<file path="src/sv/mapid_pkg.sv">
// ----------------------------------------------------------------------------
// mapid_pkg
// Types, widths and constants shared by the motor angle PID controller.
// ----------------------------------------------------------------------------
package mapid_pkg;

    localparam int DIV_W     = 32;
    localparam int DEN_W     = 16;
    localparam int DIV_STEPS = DIV_W / 2;
    localparam int ERR_W     = 24;
    localparam int DIFF_W    = 25;
    localparam int MUL_A_W   = 26;
    localparam int PROD_W    = 42;
    localparam int INTEG_W   = 48;
    localparam int IB_W      = 44;
    localparam int IB_SPLIT  = 22;
    localparam int ACC_W     = 61;
    localparam int SUM_W     = 25;
    localparam int CFG_IDX_W = 3;
    localparam int S_DATA_W  = 32;
    localparam int M_DATA_W  = 24;

    localparam logic signed [INTEG_W-1:0] INTEG_MAX = 48'sh7FFF_FFFF_FFFF;
    localparam logic signed [INTEG_W-1:0] INTEG_MIN = 48'sh8000_0000_0000;
    localparam logic signed [INTEG_W-1:0] IB_POS    = 48'sh0400_0000_0000;
    localparam logic signed [INTEG_W-1:0] IB_NEG    = 48'shFC00_0000_0000;
    localparam logic signed [SUM_W-1:0]   OUT_LIM   = 25'sd16776960;
    localparam logic signed [SUM_W-1:0]   ROUND_ADJ = 25'sd255;
    localparam logic [DEN_W-1:0]          DEG_PER_REV = 16'd360;

    localparam logic [15:0] RST_GAIN_P  = 16'd256;
    localparam logic [15:0] RST_GAIN_I  = 16'd0;
    localparam logic [15:0] RST_GAIN_D  = 16'd0;
    localparam logic [15:0] RST_TGT_ANG = 16'd0;
    localparam logic [15:0] RST_PPR     = 16'd360;
    localparam logic [15:0] RST_MIN_DTY = 16'd0;
    localparam logic [15:0] RST_MAX_DTY = 16'd65535;
    localparam logic [31:0] RST_ZERO_TO = 32'd0;

    localparam logic [CFG_IDX_W-1:0] CFG_GAIN_P  = 3'd0;
    localparam logic [CFG_IDX_W-1:0] CFG_GAIN_I  = 3'd1;
    localparam logic [CFG_IDX_W-1:0] CFG_GAIN_D  = 3'd2;
    localparam logic [CFG_IDX_W-1:0] CFG_TGT_ANG = 3'd3;
    localparam logic [CFG_IDX_W-1:0] CFG_PPR     = 3'd4;
    localparam logic [CFG_IDX_W-1:0] CFG_MIN_DTY = 3'd5;
    localparam logic [CFG_IDX_W-1:0] CFG_MAX_DTY = 3'd6;
    localparam logic [CFG_IDX_W-1:0] CFG_ZERO_TO = 3'd7;

    typedef enum logic [3:0] {
        ST_IDLE,
        ST_TGT_MUL,
        ST_TGT_DIV,
        ST_TGT_WAIT,
        ST_ERR,
        ST_INTEG,
        ST_DER_WAIT,
        ST_MUL_P,
        ST_MUL_ILO,
        ST_MUL_IHI,
        ST_MUL_D,
        ST_ACC_D,
        ST_CLAMP,
        ST_DONE
    } t_state;

    typedef enum logic [2:0] {
        MUL_NONE,
        MUL_TGT,
        MUL_ERR,
        MUL_P,
        MUL_ILO,
        MUL_IHI,
        MUL_D
    } t_mul_sel;

    typedef enum logic [1:0] {
        ACC_HOLD,
        ACC_LOAD,
        ACC_ADD,
        ACC_ADD_HI
    } t_acc_op;

    typedef enum logic {
        DIV_TGT,
        DIV_DER
    } t_div_sel;

    typedef struct packed {
        logic     capture;
        t_mul_sel mul_sel;
        t_acc_op  acc_op;
        logic     div_start;
        t_div_sel div_sel;
        logic     err_load;
        logic     integ_load;
        logic     d_load;
        logic     clamp_load;
        logic     out_load;
    } t_cmd;

    typedef struct packed {
        logic div_done;
        logic dt_zero;
        logic out_free;
    } t_sts;

endpackage

</file>
<file path="src/sv/mapid_div.sv">
// ----------------------------------------------------------------------------
// mapid_div
// Unsigned restoring divider, two quotient bits per cycle.
// ----------------------------------------------------------------------------
module mapid_div (
    input  logic                          i_clk,
    input  logic                          i_rst_n,
    input  logic                          i_start,
    input  logic [mapid_pkg::DIV_W-1:0]   i_dividend,
    input  logic [mapid_pkg::DEN_W-1:0]   i_divisor,
    output logic                          o_done,
    output logic [mapid_pkg::DIV_W-1:0]   o_quotient
);

    localparam int DW    = mapid_pkg::DIV_W;
    localparam int NW    = mapid_pkg::DEN_W;
    localparam int CNT_W = $clog2(mapid_pkg::DIV_STEPS);

    logic             r_busy;
    logic             r_done;
    logic [CNT_W-1:0] r_cnt;
    logic [NW-1:0]    r_rem;
    logic [NW-1:0]    r_den;
    logic [DW-1:0]    r_quo;

    logic [NW:0]      w_r1;
    logic [NW:0]      w_r2;
    logic             w_g1;
    logic             w_g2;
    logic [NW-1:0]    w_rem1;
    logic [NW-1:0]    w_rem2;
    logic [DW-1:0]    w_quo1;
    logic [DW-1:0]    w_quo2;

    always_comb begin
        w_r1   = {r_rem, r_quo[DW-1]};
        w_g1   = (w_r1 >= {1'b0, r_den});
        w_rem1 = w_g1 ? NW'(w_r1 - {1'b0, r_den}) : w_r1[NW-1:0];
        w_quo1 = {r_quo[DW-2:0], w_g1};
        w_r2   = {w_rem1, w_quo1[DW-1]};
        w_g2   = (w_r2 >= {1'b0, r_den});
        w_rem2 = w_g2 ? NW'(w_r2 - {1'b0, r_den}) : w_r2[NW-1:0];
        w_quo2 = {w_quo1[DW-2:0], w_g2};
    end

    always_ff @(posedge i_clk) begin
        if (!i_rst_n) begin
            r_busy <= 1'b0;
            r_done <= 1'b0;
            r_cnt  <= '0;
        end else if (i_start) begin
            r_busy <= 1'b1;
            r_done <= 1'b0;
            r_cnt  <= '0;
        end else if (r_busy) begin
            r_cnt <= r_cnt + CNT_W'(1);
            if (r_cnt == CNT_W'(mapid_pkg::DIV_STEPS - 1)) begin
                r_busy <= 1'b0;
                r_done <= 1'b1;
            end
        end
    end

    always_ff @(posedge i_clk) begin
        if (i_start) begin
            r_rem <= '0;
            r_den <= i_divisor;
            r_quo <= i_dividend;
        end else if (r_busy) begin
            r_rem <= w_rem2;
            r_quo <= w_quo2;
        end
    end

    assign o_done     = r_done;
    assign o_quotient = r_quo;

endmodule

</file>
<file path="src/sv/mapid_dp.sv">
// ----------------------------------------------------------------------------
// mapid_dp
// Datapath: config registers, shared multiplier, accumulator, integral,
// divider and output register.
// ----------------------------------------------------------------------------
module mapid_dp (
    input  logic                              i_clk,
    input  logic                              i_rst_n,
    input  logic                              i_cfg_wr,
    input  logic [mapid_pkg::CFG_IDX_W-1:0]   i_cfg_index,
    input  logic [31:0]                       i_cfg_data,
    input  logic [15:0]                       i_enc,
    input  logic [15:0]                       i_now,
    input  logic                              i_m_tready,
    input  mapid_pkg::t_cmd                   i_cmd,
    output mapid_pkg::t_sts                   o_sts,
    output logic                              o_m_tvalid,
    output logic [mapid_pkg::M_DATA_W-1:0]    o_m_tdata
);

    localparam int EW = mapid_pkg::ERR_W;
    localparam int FW = mapid_pkg::DIFF_W;
    localparam int AW = mapid_pkg::MUL_A_W;
    localparam int PW = mapid_pkg::PROD_W;
    localparam int IW = mapid_pkg::INTEG_W;
    localparam int BW = mapid_pkg::IB_W;
    localparam int SP = mapid_pkg::IB_SPLIT;
    localparam int CW = mapid_pkg::ACC_W;
    localparam int UW = mapid_pkg::SUM_W;

    // config
    logic [15:0]        r_gain_p;
    logic [15:0]        r_gain_i;
    logic [15:0]        r_gain_d;
    logic [15:0]        r_tgt_ang;
    logic [15:0]        r_ppr;
    logic [15:0]        r_min_dty;
    logic [15:0]        r_max_dty;
    logic [31:0]        r_zero_to;

    // controller state carried between items
    logic signed [EW-1:0] r_prev_err;
    logic signed [IW-1:0] r_integ;
    logic [15:0]          r_prev_time;
    logic [15:0]          r_last_zero;

    // per-item working registers
    logic [15:0]          r_enc;
    logic [15:0]          r_now;
    logic [15:0]          r_dt;
    logic                 r_dt_zero;
    logic signed [PW-1:0] r_prod;
    logic                 r_qneg;
    logic signed [EW-1:0] r_err;
    logic signed [FW-1:0] r_deriv;
    logic signed [CW-1:0] r_acc;
    logic signed [UW-1:0] r_sum;
    logic                 r_zero;

    logic                 r_m_tvalid;
    logic [mapid_pkg::M_DATA_W-1:0] r_m_tdata;

    logic signed [AW-1:0]   w_mul_a;
    logic [15:0]            w_mul_b;
    logic signed [PW:0]     w_mul_full;
    logic signed [PW-1:0]   w_prod_abs;
    logic signed [FW-1:0]   w_diff;
    logic [FW-1:0]          w_diff_abs;
    logic [mapid_pkg::DIV_W-1:0] w_dividend;
    logic [mapid_pkg::DEN_W-1:0] w_divisor;
    logic                   w_div_neg;
    logic                   w_div_done;
    logic [mapid_pkg::DIV_W-1:0] w_quo;
    logic signed [EW-1:0]   w_q_tgt;
    logic signed [FW-1:0]   w_q_der;
    logic signed [IW:0]     w_isum;
    logic signed [BW-1:0]   w_ib;
    logic signed [UW-1:0]   w_round;
    logic signed [16:0]     w_y;
    logic [16:0]            w_mag;
    logic [15:0]            w_duty_lo;
    logic [15:0]            w_duty;
    logic                   w_dir_a;
    logic                   w_dir_b;
    logic [15:0]            w_lz_new;
    logic [15:0]            w_since;
    logic                   w_settled;

    always_ff @(posedge i_clk) begin
        if (!i_rst_n) begin
            r_gain_p  <= mapid_pkg::RST_GAIN_P;
            r_gain_i  <= mapid_pkg::RST_GAIN_I;
            r_gain_d  <= mapid_pkg::RST_GAIN_D;
            r_tgt_ang <= mapid_pkg::RST_TGT_ANG;
            r_ppr     <= mapid_pkg::RST_PPR;
            r_min_dty <= mapid_pkg::RST_MIN_DTY;
            r_max_dty <= mapid_pkg::RST_MAX_DTY;
            r_zero_to <= mapid_pkg::RST_ZERO_TO;
        end else if (i_cfg_wr) begin
            case (i_cfg_index)
                mapid_pkg::CFG_GAIN_P:  r_gain_p  <= i_cfg_data[15:0];
                mapid_pkg::CFG_GAIN_I:  r_gain_i  <= i_cfg_data[15:0];
                mapid_pkg::CFG_GAIN_D:  r_gain_d  <= i_cfg_data[15:0];
                mapid_pkg::CFG_TGT_ANG: r_tgt_ang <= i_cfg_data[15:0];
                mapid_pkg::CFG_PPR:     r_ppr     <= i_cfg_data[15:0];
                mapid_pkg::CFG_MIN_DTY: r_min_dty <= i_cfg_data[15:0];
                mapid_pkg::CFG_MAX_DTY: r_max_dty <= i_cfg_data[15:0];
                mapid_pkg::CFG_ZERO_TO: r_zero_to <= i_cfg_data;
                default: begin
                end
            endcase
        end
    end

    // operand select for the shared multiplier
    always_comb begin
        case (i_cmd.mul_sel)
            mapid_pkg::MUL_TGT: begin
                w_mul_a = AW'($signed(r_tgt_ang));
                w_mul_b = r_ppr;
            end
            mapid_pkg::MUL_ERR: begin
                w_mul_a = AW'(r_err);
                w_mul_b = r_dt;
            end
            mapid_pkg::MUL_P: begin
                w_mul_a = AW'(r_err);
                w_mul_b = r_gain_p;
            end
            mapid_pkg::MUL_ILO: begin
                w_mul_a = AW'($signed({1'b0, w_ib[SP-1:0]}));
                w_mul_b = r_gain_i;
            end
            mapid_pkg::MUL_IHI: begin
                w_mul_a = AW'($signed(w_ib[BW-1:SP]));
                w_mul_b = r_gain_i;
            end
            mapid_pkg::MUL_D: begin
                w_mul_a = AW'(r_deriv);
                w_mul_b = r_gain_d;
            end
            default: begin
                w_mul_a = '0;
                w_mul_b = '0;
            end
        endcase
    end

    assign w_mul_full = w_mul_a * $signed({1'b0, w_mul_b});

    // divider operands: magnitudes, sign restored on the quotient
    assign w_prod_abs = r_prod[PW-1] ? -r_prod : r_prod;
    assign w_diff     = FW'(r_err) - FW'(r_prev_err);
    assign w_diff_abs = w_diff[FW-1] ? FW'(-w_diff) : w_diff;

    always_comb begin
        if (i_cmd.div_sel == mapid_pkg::DIV_TGT) begin
            w_dividend = w_prod_abs[mapid_pkg::DIV_W-1:0];
            w_divisor  = mapid_pkg::DEG_PER_REV;
            w_div_neg  = r_prod[PW-1];
        end else begin
            w_dividend = mapid_pkg::DIV_W'(w_diff_abs);
            w_divisor  = r_dt;
            w_div_neg  = w_diff[FW-1];
        end
    end

    mapid_div u_div (
        .i_clk      (i_clk),
        .i_rst_n    (i_rst_n),
        .i_start    (i_cmd.div_start),
        .i_dividend (w_dividend),
        .i_divisor  (w_divisor),
        .o_done     (w_div_done),
        .o_quotient (w_quo)
    );

    assign w_q_tgt = r_qneg ? -$signed(w_quo[EW-1:0]) : $signed(w_quo[EW-1:0]);
    assign w_q_der = r_qneg ? -$signed(w_quo[FW-1:0]) : $signed(w_quo[FW-1:0]);

    // integral update with saturation, then bound for the gain product
    assign w_isum = $signed({r_integ[IW-1], r_integ}) + (IW + 1)'(r_prod);

    always_comb begin
        if (r_integ > mapid_pkg::IB_POS) begin
            w_ib = BW'(mapid_pkg::IB_POS);
        end else if (r_integ < mapid_pkg::IB_NEG) begin
            w_ib = BW'(mapid_pkg::IB_NEG);
        end else begin
            w_ib = r_integ[BW-1:0];
        end
    end

    // output stage: Q16.8 to whole units, direction, duty limits, settle window
    assign w_round = r_sum + (r_sum[UW-1] ? mapid_pkg::ROUND_ADJ : '0);
    assign w_y     = w_round[UW-1:8];
    assign w_mag   = w_y[16] ? 17'(-w_y) : w_y;

    always_comb begin
        if (w_y == '0) begin
            w_dir_a = 1'b1;
            w_dir_b = 1'b1;
        end else if (w_y[16]) begin
            w_dir_a = 1'b0;
            w_dir_b = 1'b1;
        end else begin
            w_dir_a = 1'b1;
            w_dir_b = 1'b0;
        end
    end

    assign w_duty_lo = (w_mag[15:0] < r_min_dty) ? r_min_dty : w_mag[15:0];
    assign w_duty    = (w_duty_lo > r_max_dty) ? r_max_dty : w_duty_lo;
    assign w_lz_new  = r_zero ? r_now : r_last_zero;
    assign w_since   = r_now - w_lz_new;
    assign w_settled = ({16'd0, w_since} < r_zero_to);

    always_ff @(posedge i_clk) begin
        if (!i_rst_n) begin
            r_prev_err  <= '0;
            r_integ     <= '0;
            r_prev_time <= '0;
            r_last_zero <= '0;
            r_m_tvalid  <= 1'b0;
        end else begin
            if (i_cmd.integ_load) begin
                if (w_isum[IW] != w_isum[IW-1]) begin
                    r_integ <= w_isum[IW] ? mapid_pkg::INTEG_MIN : mapid_pkg::INTEG_MAX;
                end else begin
                    r_integ <= w_isum[IW-1:0];
                end
            end
            if (i_cmd.out_load) begin
                r_prev_err  <= r_err;
                r_prev_time <= r_now;
                r_last_zero <= w_lz_new;
                r_m_tvalid  <= 1'b1;
            end else if (i_m_tready) begin
                r_m_tvalid <= 1'b0;
            end
        end
    end

    always_ff @(posedge i_clk) begin
        if (i_cmd.capture) begin
            r_enc     <= i_enc;
            r_now     <= i_now;
            r_dt      <= i_now - r_prev_time;
            r_dt_zero <= (i_now == r_prev_time);
        end
        if (i_cmd.mul_sel != mapid_pkg::MUL_NONE) begin
            r_prod <= w_mul_full[PW-1:0];
        end
        if (i_cmd.div_start) begin
            r_qneg <= w_div_neg;
        end
        if (i_cmd.err_load) begin
            r_err <= EW'(w_q_tgt - $signed({1'b0, r_enc}));
        end
        if (i_cmd.d_load) begin
            r_deriv <= r_dt_zero ? '0 : w_q_der;
        end
        case (i_cmd.acc_op)
            mapid_pkg::ACC_LOAD:   r_acc <= CW'(r_prod);
            mapid_pkg::ACC_ADD:    r_acc <= r_acc + CW'(r_prod);
            mapid_pkg::ACC_ADD_HI: r_acc <= r_acc + (CW'(r_prod) <<< SP);
            default: begin
            end
        endcase
        if (i_cmd.clamp_load) begin
            if (r_acc > CW'(mapid_pkg::OUT_LIM)) begin
                r_sum <= mapid_pkg::OUT_LIM;
            end else if (r_acc < -CW'(mapid_pkg::OUT_LIM)) begin
                r_sum <= -mapid_pkg::OUT_LIM;
            end else begin
                r_sum <= r_acc[UW-1:0];
            end
            r_zero <= (r_acc == '0);
        end
        if (i_cmd.out_load) begin
            r_m_tdata <= {5'd0, w_settled, w_duty, w_dir_b, w_dir_a};
        end
    end

    assign o_sts.div_done = w_div_done;
    assign o_sts.dt_zero  = r_dt_zero;
    assign o_sts.out_free = !r_m_tvalid || i_m_tready;
    assign o_m_tvalid     = r_m_tvalid;
    assign o_m_tdata      = r_m_tdata;

endmodule

</file>
<file path="src/sv/mapid_ctrl.sv">
// ----------------------------------------------------------------------------
// mapid_ctrl
// Sequencer: steps one control tick through the datapath.
// ----------------------------------------------------------------------------
module mapid_ctrl (
    input  logic            i_clk,
    input  logic            i_rst_n,
    input  logic            i_s_tvalid,
    output logic            o_s_tready,
    input  mapid_pkg::t_sts i_sts,
    output mapid_pkg::t_cmd o_cmd
);

    mapid_pkg::t_state r_state;
    mapid_pkg::t_state n_state;

    always_ff @(posedge i_clk) begin
        if (!i_rst_n) begin
            r_state <= mapid_pkg::ST_IDLE;
        end else begin
            r_state <= n_state;
        end
    end

    always_comb begin
        n_state = r_state;
        case (r_state)
            mapid_pkg::ST_IDLE:     if (i_s_tvalid) n_state = mapid_pkg::ST_TGT_MUL;
            mapid_pkg::ST_TGT_MUL:  n_state = mapid_pkg::ST_TGT_DIV;
            mapid_pkg::ST_TGT_DIV:  n_state = mapid_pkg::ST_TGT_WAIT;
            mapid_pkg::ST_TGT_WAIT: if (i_sts.div_done) n_state = mapid_pkg::ST_ERR;
            mapid_pkg::ST_ERR:      n_state = mapid_pkg::ST_INTEG;
            mapid_pkg::ST_INTEG:    n_state = mapid_pkg::ST_DER_WAIT;
            mapid_pkg::ST_DER_WAIT: begin
                if (i_sts.dt_zero || i_sts.div_done) n_state = mapid_pkg::ST_MUL_P;
            end
            mapid_pkg::ST_MUL_P:    n_state = mapid_pkg::ST_MUL_ILO;
            mapid_pkg::ST_MUL_ILO:  n_state = mapid_pkg::ST_MUL_IHI;
            mapid_pkg::ST_MUL_IHI:  n_state = mapid_pkg::ST_MUL_D;
            mapid_pkg::ST_MUL_D:    n_state = mapid_pkg::ST_ACC_D;
            mapid_pkg::ST_ACC_D:    n_state = mapid_pkg::ST_CLAMP;
            mapid_pkg::ST_CLAMP:    n_state = mapid_pkg::ST_DONE;
            mapid_pkg::ST_DONE:     if (i_sts.out_free) n_state = mapid_pkg::ST_IDLE;
            default:                n_state = mapid_pkg::ST_IDLE;
        endcase
    end

    always_comb begin
        o_cmd            = '0;
        o_cmd.mul_sel    = mapid_pkg::MUL_NONE;
        o_cmd.acc_op     = mapid_pkg::ACC_HOLD;
        o_cmd.div_sel    = mapid_pkg::DIV_TGT;
        o_s_tready       = 1'b0;
        case (r_state)
            mapid_pkg::ST_IDLE: begin
                o_s_tready    = 1'b1;
                o_cmd.capture = i_s_tvalid;
            end
            mapid_pkg::ST_TGT_MUL: begin
                o_cmd.mul_sel = mapid_pkg::MUL_TGT;
            end
            mapid_pkg::ST_TGT_DIV: begin
                o_cmd.div_start = 1'b1;
            end
            mapid_pkg::ST_TGT_WAIT: begin
                o_cmd.err_load = i_sts.div_done;
            end
            mapid_pkg::ST_ERR: begin
                o_cmd.mul_sel   = mapid_pkg::MUL_ERR;
                o_cmd.div_sel   = mapid_pkg::DIV_DER;
                o_cmd.div_start = !i_sts.dt_zero;
            end
            mapid_pkg::ST_INTEG: begin
                o_cmd.integ_load = 1'b1;
            end
            mapid_pkg::ST_DER_WAIT: begin
                o_cmd.d_load = i_sts.dt_zero || i_sts.div_done;
            end
            mapid_pkg::ST_MUL_P: begin
                o_cmd.mul_sel = mapid_pkg::MUL_P;
            end
            mapid_pkg::ST_MUL_ILO: begin
                o_cmd.mul_sel = mapid_pkg::MUL_ILO;
                o_cmd.acc_op  = mapid_pkg::ACC_LOAD;
            end
            mapid_pkg::ST_MUL_IHI: begin
                o_cmd.mul_sel = mapid_pkg::MUL_IHI;
                o_cmd.acc_op  = mapid_pkg::ACC_ADD;
            end
            mapid_pkg::ST_MUL_D: begin
                o_cmd.mul_sel = mapid_pkg::MUL_D;
                o_cmd.acc_op  = mapid_pkg::ACC_ADD_HI;
            end
            mapid_pkg::ST_ACC_D: begin
                o_cmd.acc_op = mapid_pkg::ACC_ADD;
            end
            mapid_pkg::ST_CLAMP: begin
                o_cmd.clamp_load = 1'b1;
            end
            mapid_pkg::ST_DONE: begin
                o_cmd.out_load = i_sts.out_free;
            end
            default: begin
            end
        endcase
    end

endmodule

</file>
<file path="src/sv/motor_angle_pid.sv">
// ----------------------------------------------------------------------------
// motor_angle_pid
// PID position controller: encoder count and timer in, direction pins,
// PWM duty and settled flag out.
// ----------------------------------------------------------------------------
// Requests: a new request is accepted only in the idle state, after the result
//   of the last one is loaded into the output register; the derivative divide
//   is skipped when the timer has not advanced since the last request. Each
//   request makes one pass, or two, through the radix-4 divider.
// Reset: synchronous, active low; config returns to defaults, loop state
//   (previous error, integral, time stamps) clears to zero.
// ----------------------------------------------------------------------------
module motor_angle_pid (
    input  logic                                i_clk,
    input  logic                                i_rst_n,
    input  logic                                i_s_axis_tvalid,
    output logic                                o_s_axis_tready,
    input  logic [mapid_pkg::S_DATA_W-1:0]      i_s_axis_tdata,  // encoder_count, timer_count
    output logic                                o_m_axis_tvalid,
    input  logic                                i_m_axis_tready,
    output logic [mapid_pkg::M_DATA_W-1:0]      o_m_axis_tdata,  // dir_a, dir_b, pwm_duty, settled
    input  logic                                i_cfg_valid,
    output logic                                o_cfg_ready,
    input  logic [mapid_pkg::CFG_IDX_W-1:0]     i_cfg_index,
    input  logic [31:0]                         i_cfg_data
);

    mapid_pkg::t_cmd w_cmd;
    mapid_pkg::t_sts w_sts;
    logic            w_s_accept;

    assign o_cfg_ready = 1'b1;
    assign w_s_accept  = i_s_axis_tvalid && o_s_axis_tready;

    mapid_ctrl u_ctrl (
        .i_clk      (i_clk),
        .i_rst_n    (i_rst_n),
        .i_s_tvalid (i_s_axis_tvalid),
        .o_s_tready (o_s_axis_tready),
        .i_sts      (w_sts),
        .o_cmd      (w_cmd)
    );

    mapid_dp u_dp (
        .i_clk       (i_clk),
        .i_rst_n     (i_rst_n),
        .i_cfg_wr    (i_cfg_valid && o_cfg_ready),
        .i_cfg_index (i_cfg_index),
        .i_cfg_data  (i_cfg_data),
        .i_enc       (i_s_axis_tdata[15:0]),
        .i_now       (i_s_axis_tdata[31:16]),
        .i_m_tready  (i_m_axis_tready),
        .i_cmd       (w_cmd),
        .o_sts       (w_sts),
        .o_m_tvalid  (o_m_axis_tvalid),
        .o_m_tdata   (o_m_axis_tdata)
    );

    a_busy_after_accept: assert property (
        @(posedge i_clk) disable iff (!i_rst_n)
        w_s_accept |=> !o_s_axis_tready
    ) else $error("input ready right after an accepted request");

    a_dir_not_both_low: assert property (
        @(posedge i_clk) disable iff (!i_rst_n)
        o_m_axis_tvalid |-> (o_m_axis_tdata[0] || o_m_axis_tdata[1])
    ) else $error("both direction pins low");

    a_div_done_clears: assert property (
        @(posedge i_clk) disable iff (!i_rst_n)
        w_cmd.div_start |=> !w_sts.div_done
    ) else $error("divider done flag not cleared by start");

    a_no_result_overwrite: assert property (
        @(posedge i_clk) disable iff (!i_rst_n)
        w_cmd.out_load |-> w_sts.out_free
    ) else $error("result loaded over a pending result");

endmodule

</file>
<file path="config.mk">
export PLATFORM = sky130hd
export DESIGN_NAME = motor_angle_pid
export DESIGN_NICKNAME = d
export VERILOG_FILES = /design/src/sv/mapid_pkg.sv /design/src/sv/mapid_div.sv /design/src/sv/mapid_dp.sv /design/src/sv/mapid_ctrl.sv /design/src/sv/motor_angle_pid.sv
export SDC_FILE = /design/constraint.sdc
export NUM_CORES = 2
export LEC_CHECK = 0
export BUFFER_PORTS_ARGS = -buffer_cell sky130_fd_sc_hd__buf_2
export CAP_MARGIN = 15
export CELL_PAD_IN_SITES_DETAIL_PLACEMENT = 0
export CELL_PAD_IN_SITES_GLOBAL_PLACEMENT = 1
export CORE_MARGIN = 4
export CORE_UTILIZATION = 30
export CTS_CLUSTER_DIAMETER = 30
export DETAILED_ROUTE_END_ITERATION = 8
export PLACE_DENSITY_LB_ADDON = 0.1
export SYNTH_ARGS = -nofsm -noshare
export SYNTH_HDL_FRONTEND = slang
export SYNTH_SLANG_ARGS = --single-unit
</file>
<file path="constraint.sdc">
create_clock -name i_clk -period 9.7 [get_ports i_clk]
set_input_delay 1.94 -clock i_clk [delete_from_list [all_inputs] [get_ports i_clk]]
set_output_delay 1.94 -clock i_clk [all_outputs]
set_load 0.1 [all_outputs]
</file>
==> results_dict.tcl <==
set metrics [dict create \
    outcome "finished clean" \
    cpMostUsedCell "fa_1" \
    routed_wl_mm 209.4 \
    worst_ep_required_time_ns 10.21 \
    clk-insertion-delay-late_ns 0.83 \
    fin_ws_ns 0.5687 \
    synthXorXnorAreaFrac_pct 5.521 \
    synthMuxAreaShare_pct 1.445 \
    synth_cell_types 115 \
    antenna_found_initial 14 \
    nNetsFinal 7512 \
    initial_utilization_pct 30.22 \
    grt_max_degree 155 \
    synth_commonest_cells "nand2_1 (952), inv_1 (730), nor2_1 (463)" \
    grt_util_met2_pct 34.90 \
    cp_slowest_cell "a2111oi_1" \
    synth_adder_area_share_pct 24.11 \
    fin_skew_ns 0.07969 \
    slowest_delay_ns 0.75 \
    synth_ff_type "edfxtp_1" \
    routedWlPerCell_um 22.86 \
    rows 156 \
    cts_tree "yes" \
    min_period_over_period_pct 94.14 \
    setup_violations 0 \
    syn_avg_cell_area_um2 8.512 \
    numPortBuffers 92 \
    yosysSeqAreaShare_pct 26.24 \
    drt_iter0_markers 2907 \
    die_h_um 435.1 \
    hold_class "flop to flop" \
    cap_violations 0 \
    gp_congestion 0.8863 \
    grt_pass1_wl_mm 310.1 \
    via_per_inst 5.121 \
    io_pins 99 \
    chipWidth_um 435.1 \
    gr-usage-all-layers_pct 21.58 \
    syn_inst 6430 \
    cts_num_sinks 570 \
    yosysTopAreaCellShare_pct 16.19 \
    clk_pin_slew_worst_paths_ns 0.04 \
    grt_overflow 0 \
    peakVddDrop_mv 0.1772 \
    hold_violations 0 \
    timing.rr.end "u_dp.r_prod[40]$_DFFE_PP_" \
    htree_levels 4 \
    worst_slew_pin_slew_ns 1.052 \
    min_from "u_dp.r_prev_err[17]$_SDFFE_PN0P_" \
    dieArea_um2 189300 \
    synth_compound_area_share_pct 19.31 \
    start_kind "flop" \
    fin_util_pct 36.03 \
    cp_data_arrival_time_ns 9.64 \
    clock_tree.root_cell "clkbuf_16" \
    fmax_mhz 109.5 \
    area_delta_synth_final_pct 19.24 \
    worstHoldPathCells 2 \
    grt_pass1_vias 47719 \
    r2r_cells 31 \
    worstSetupPathType "flop to flop" \
    yosysTopAreaCell "edfxtp_1" \
    drc 0 \
    relSlewSlack_pct 28.04 \
    dpl.hpwl_mm 163.8 \
    drive_above_1_share_pct 10.27 \
    grt-busiest-layer "met2" \
    yosys.area_share.simple_pct 16.28 \
    dpl_worst_slack_ns 0.1722 \
    vias 46913 \
    slew_violations 0 \
    numCtsBuffers 186 \
    yosysMostFrequentCell "nand2_1" \
    async_flop_share_pct 0 \
    synth.yosys.warnings 0 \
    fin_crit_ns 9.131 \
    synth_top_family_by_area "adder cells" \
    min_to "u_dp.r_prev_err[17]$_SDFFE_PN0P_" \
    ant_nets 0 \
    synth_area_um2 54730 \
    leakage_nw 28.02 \
    use_met1_pct 30.14 \
    synthTopCellsByArea "edfxtp_1 (16%), fa_1 (15%), dfxtp_1 (10%), ha_1 (9.4%), nand2_1 (6.5%)" \
    rr_startpoint "u_ctrl.r_state[2]$_SDFFE_PN0P_" \
    cts_hold_buf 0 \
    clock_path_buffers 3 \
    reg2reg_slack_ns 0.57 \
    ys_ff_latch 570 \
    coreArea_um2 181100 \
    drt-pass1-iter-count 7 \
    grt.met3_usage_pct 3.133 \
    synth_edf_count 295 \
    power.density_nw_per_um2 209.3 \
    crit_fanout 14 \
    end_kind "flop" \
]
critical path, delay by kind of cell, from the launching register on:
family                   cells  cell delay, ns
AO/OA/AOI/OAI                8            2.61
XOR/XNOR                     1            0.08
adder cells (fa/ha/maj)      7            3.52
buffers and inverters        8            1.16
flip-flops                   1            0.52
AND/OR/NAND/NOR              7            0.91
area by class of cell:
type                            count  area [µm²]
Fill cell                       18804      115900
Multi-Input combinational cell   4856       36600
Sequential cell                   570       14360
Clock buffer                      244        5126
Tap cell                         2370        2965
Inverter                          733        2753
Timing Repair Buffer              281        1936
Clock inverter                    103        1510
Antenna cell                        4       10.01
power by group:
part	total [mW]	internal [mW]	leakage (nW)	switching [mW]
clock network	6.25	4.37	3.21	1.88
logic	4.30	1.60	19.9	2.70
registers	3.10	2.87	4.94	0.233
metrics by stage:
stage / area, µm² / TNS (ns) / power, mW / cells / hold WS [ns]
2_1_floorplan: 54750 / 0 / 6.052 / 6434 / 0.4257
3_3_place_gp: 58610 / 0 / 7.446 / 8810 / 0.4517
3_5_place_dp: 58610 / 0 / 7.426 / 8810 / 0.4587
4_1_cts: 65250 / 0 / 13.79 / 9157 / 0.4647
5_1_grt: 65250 / -0.07758 / 14.41 / 9158 / 0.4805
6_report: 65260 / 0 / 13.66 / 9161 / 0.4617
registers in the layout, summed over array words and instances, names as in the netlist, 19 cells and up:
signal,flops
u_dp.r_acc,61
u_dp.r_integ,48
u_dp.r_prod,42
u_dp.r_zero_to,32
u_dp.u_div.o_quotient,32
u_dp.r_deriv,25
u_dp.r_sum,25
u_dp.r_err,24
u_dp.r_prev_err,24
u_dp.o_m_tdata,19
placed cells by master, fill, tap and decap left out, types with 191 or more instances in the layout:
master,instances
a21boi_0,191
a21oi_1,444
dfxtp_1,275
edfxtp_1,295
fa_1,400
ha_1,412
inv_1,730
nand2_1,952
nor2_1,458
o21ai_0,338
xnor2_1,214
cell families (layout without fill, tap and decap cells):
logic type,count (synthesis),count (layout)
and+or+nand+nor,1990,1990
AOI/OAI and AO/OA,1626,1626
buffers and inverters,1008,1361
adders and majority gates,815,815
DFF,570,570
xor gates and xnor gates,345,345
muxes,74,74
other,2,10
worst max-delay path by stage:
stage	slack (ns)	to	depth (start not counted)	from
detailed placement	0.17	u_dp.r_prod[40]$_DFFE_PP_	29	u_dp.r_integ[27]$_SDFFE_PN0N_
CTS	0.15	u_dp.r_prod[40]$_DFFE_PP_	29	u_dp.r_integ[27]$_SDFFE_PN0N_
floorplan	1.54	u_dp.r_prod[40]$_DFFE_PP_	32	u_dp.r_integ[10]$_SDFFE_PN0N_
global placement	0.19	u_dp.r_prod[40]$_DFFE_PP_	29	u_dp.r_integ[27]$_SDFFE_PN0N_
global route	-0.08	u_dp.r_prod[40]$_DFFE_PP_	30	u_dp.r_integ[27]$_SDFFE_PN0N_
finish	0.57	u_dp.r_prod[40]$_DFFE_PP_	31	u_ctrl.r_state[2]$_SDFFE_PN0P_
metal layers:
metal  vias to the layer above  part of all wire, %
li1                      22540                    -
met1                     23212                   47
met2                       944                   46
met3                       217                  4.6
met4                         0                  2.2
met5                         -                    0
timing repair:
action,4_1_cts,5_1_grt
setup endpoints to repair,0,1
buffers inserted,0,0
resized for setup,0,1
Note: power is estimated with default switching activity, not from simulation.
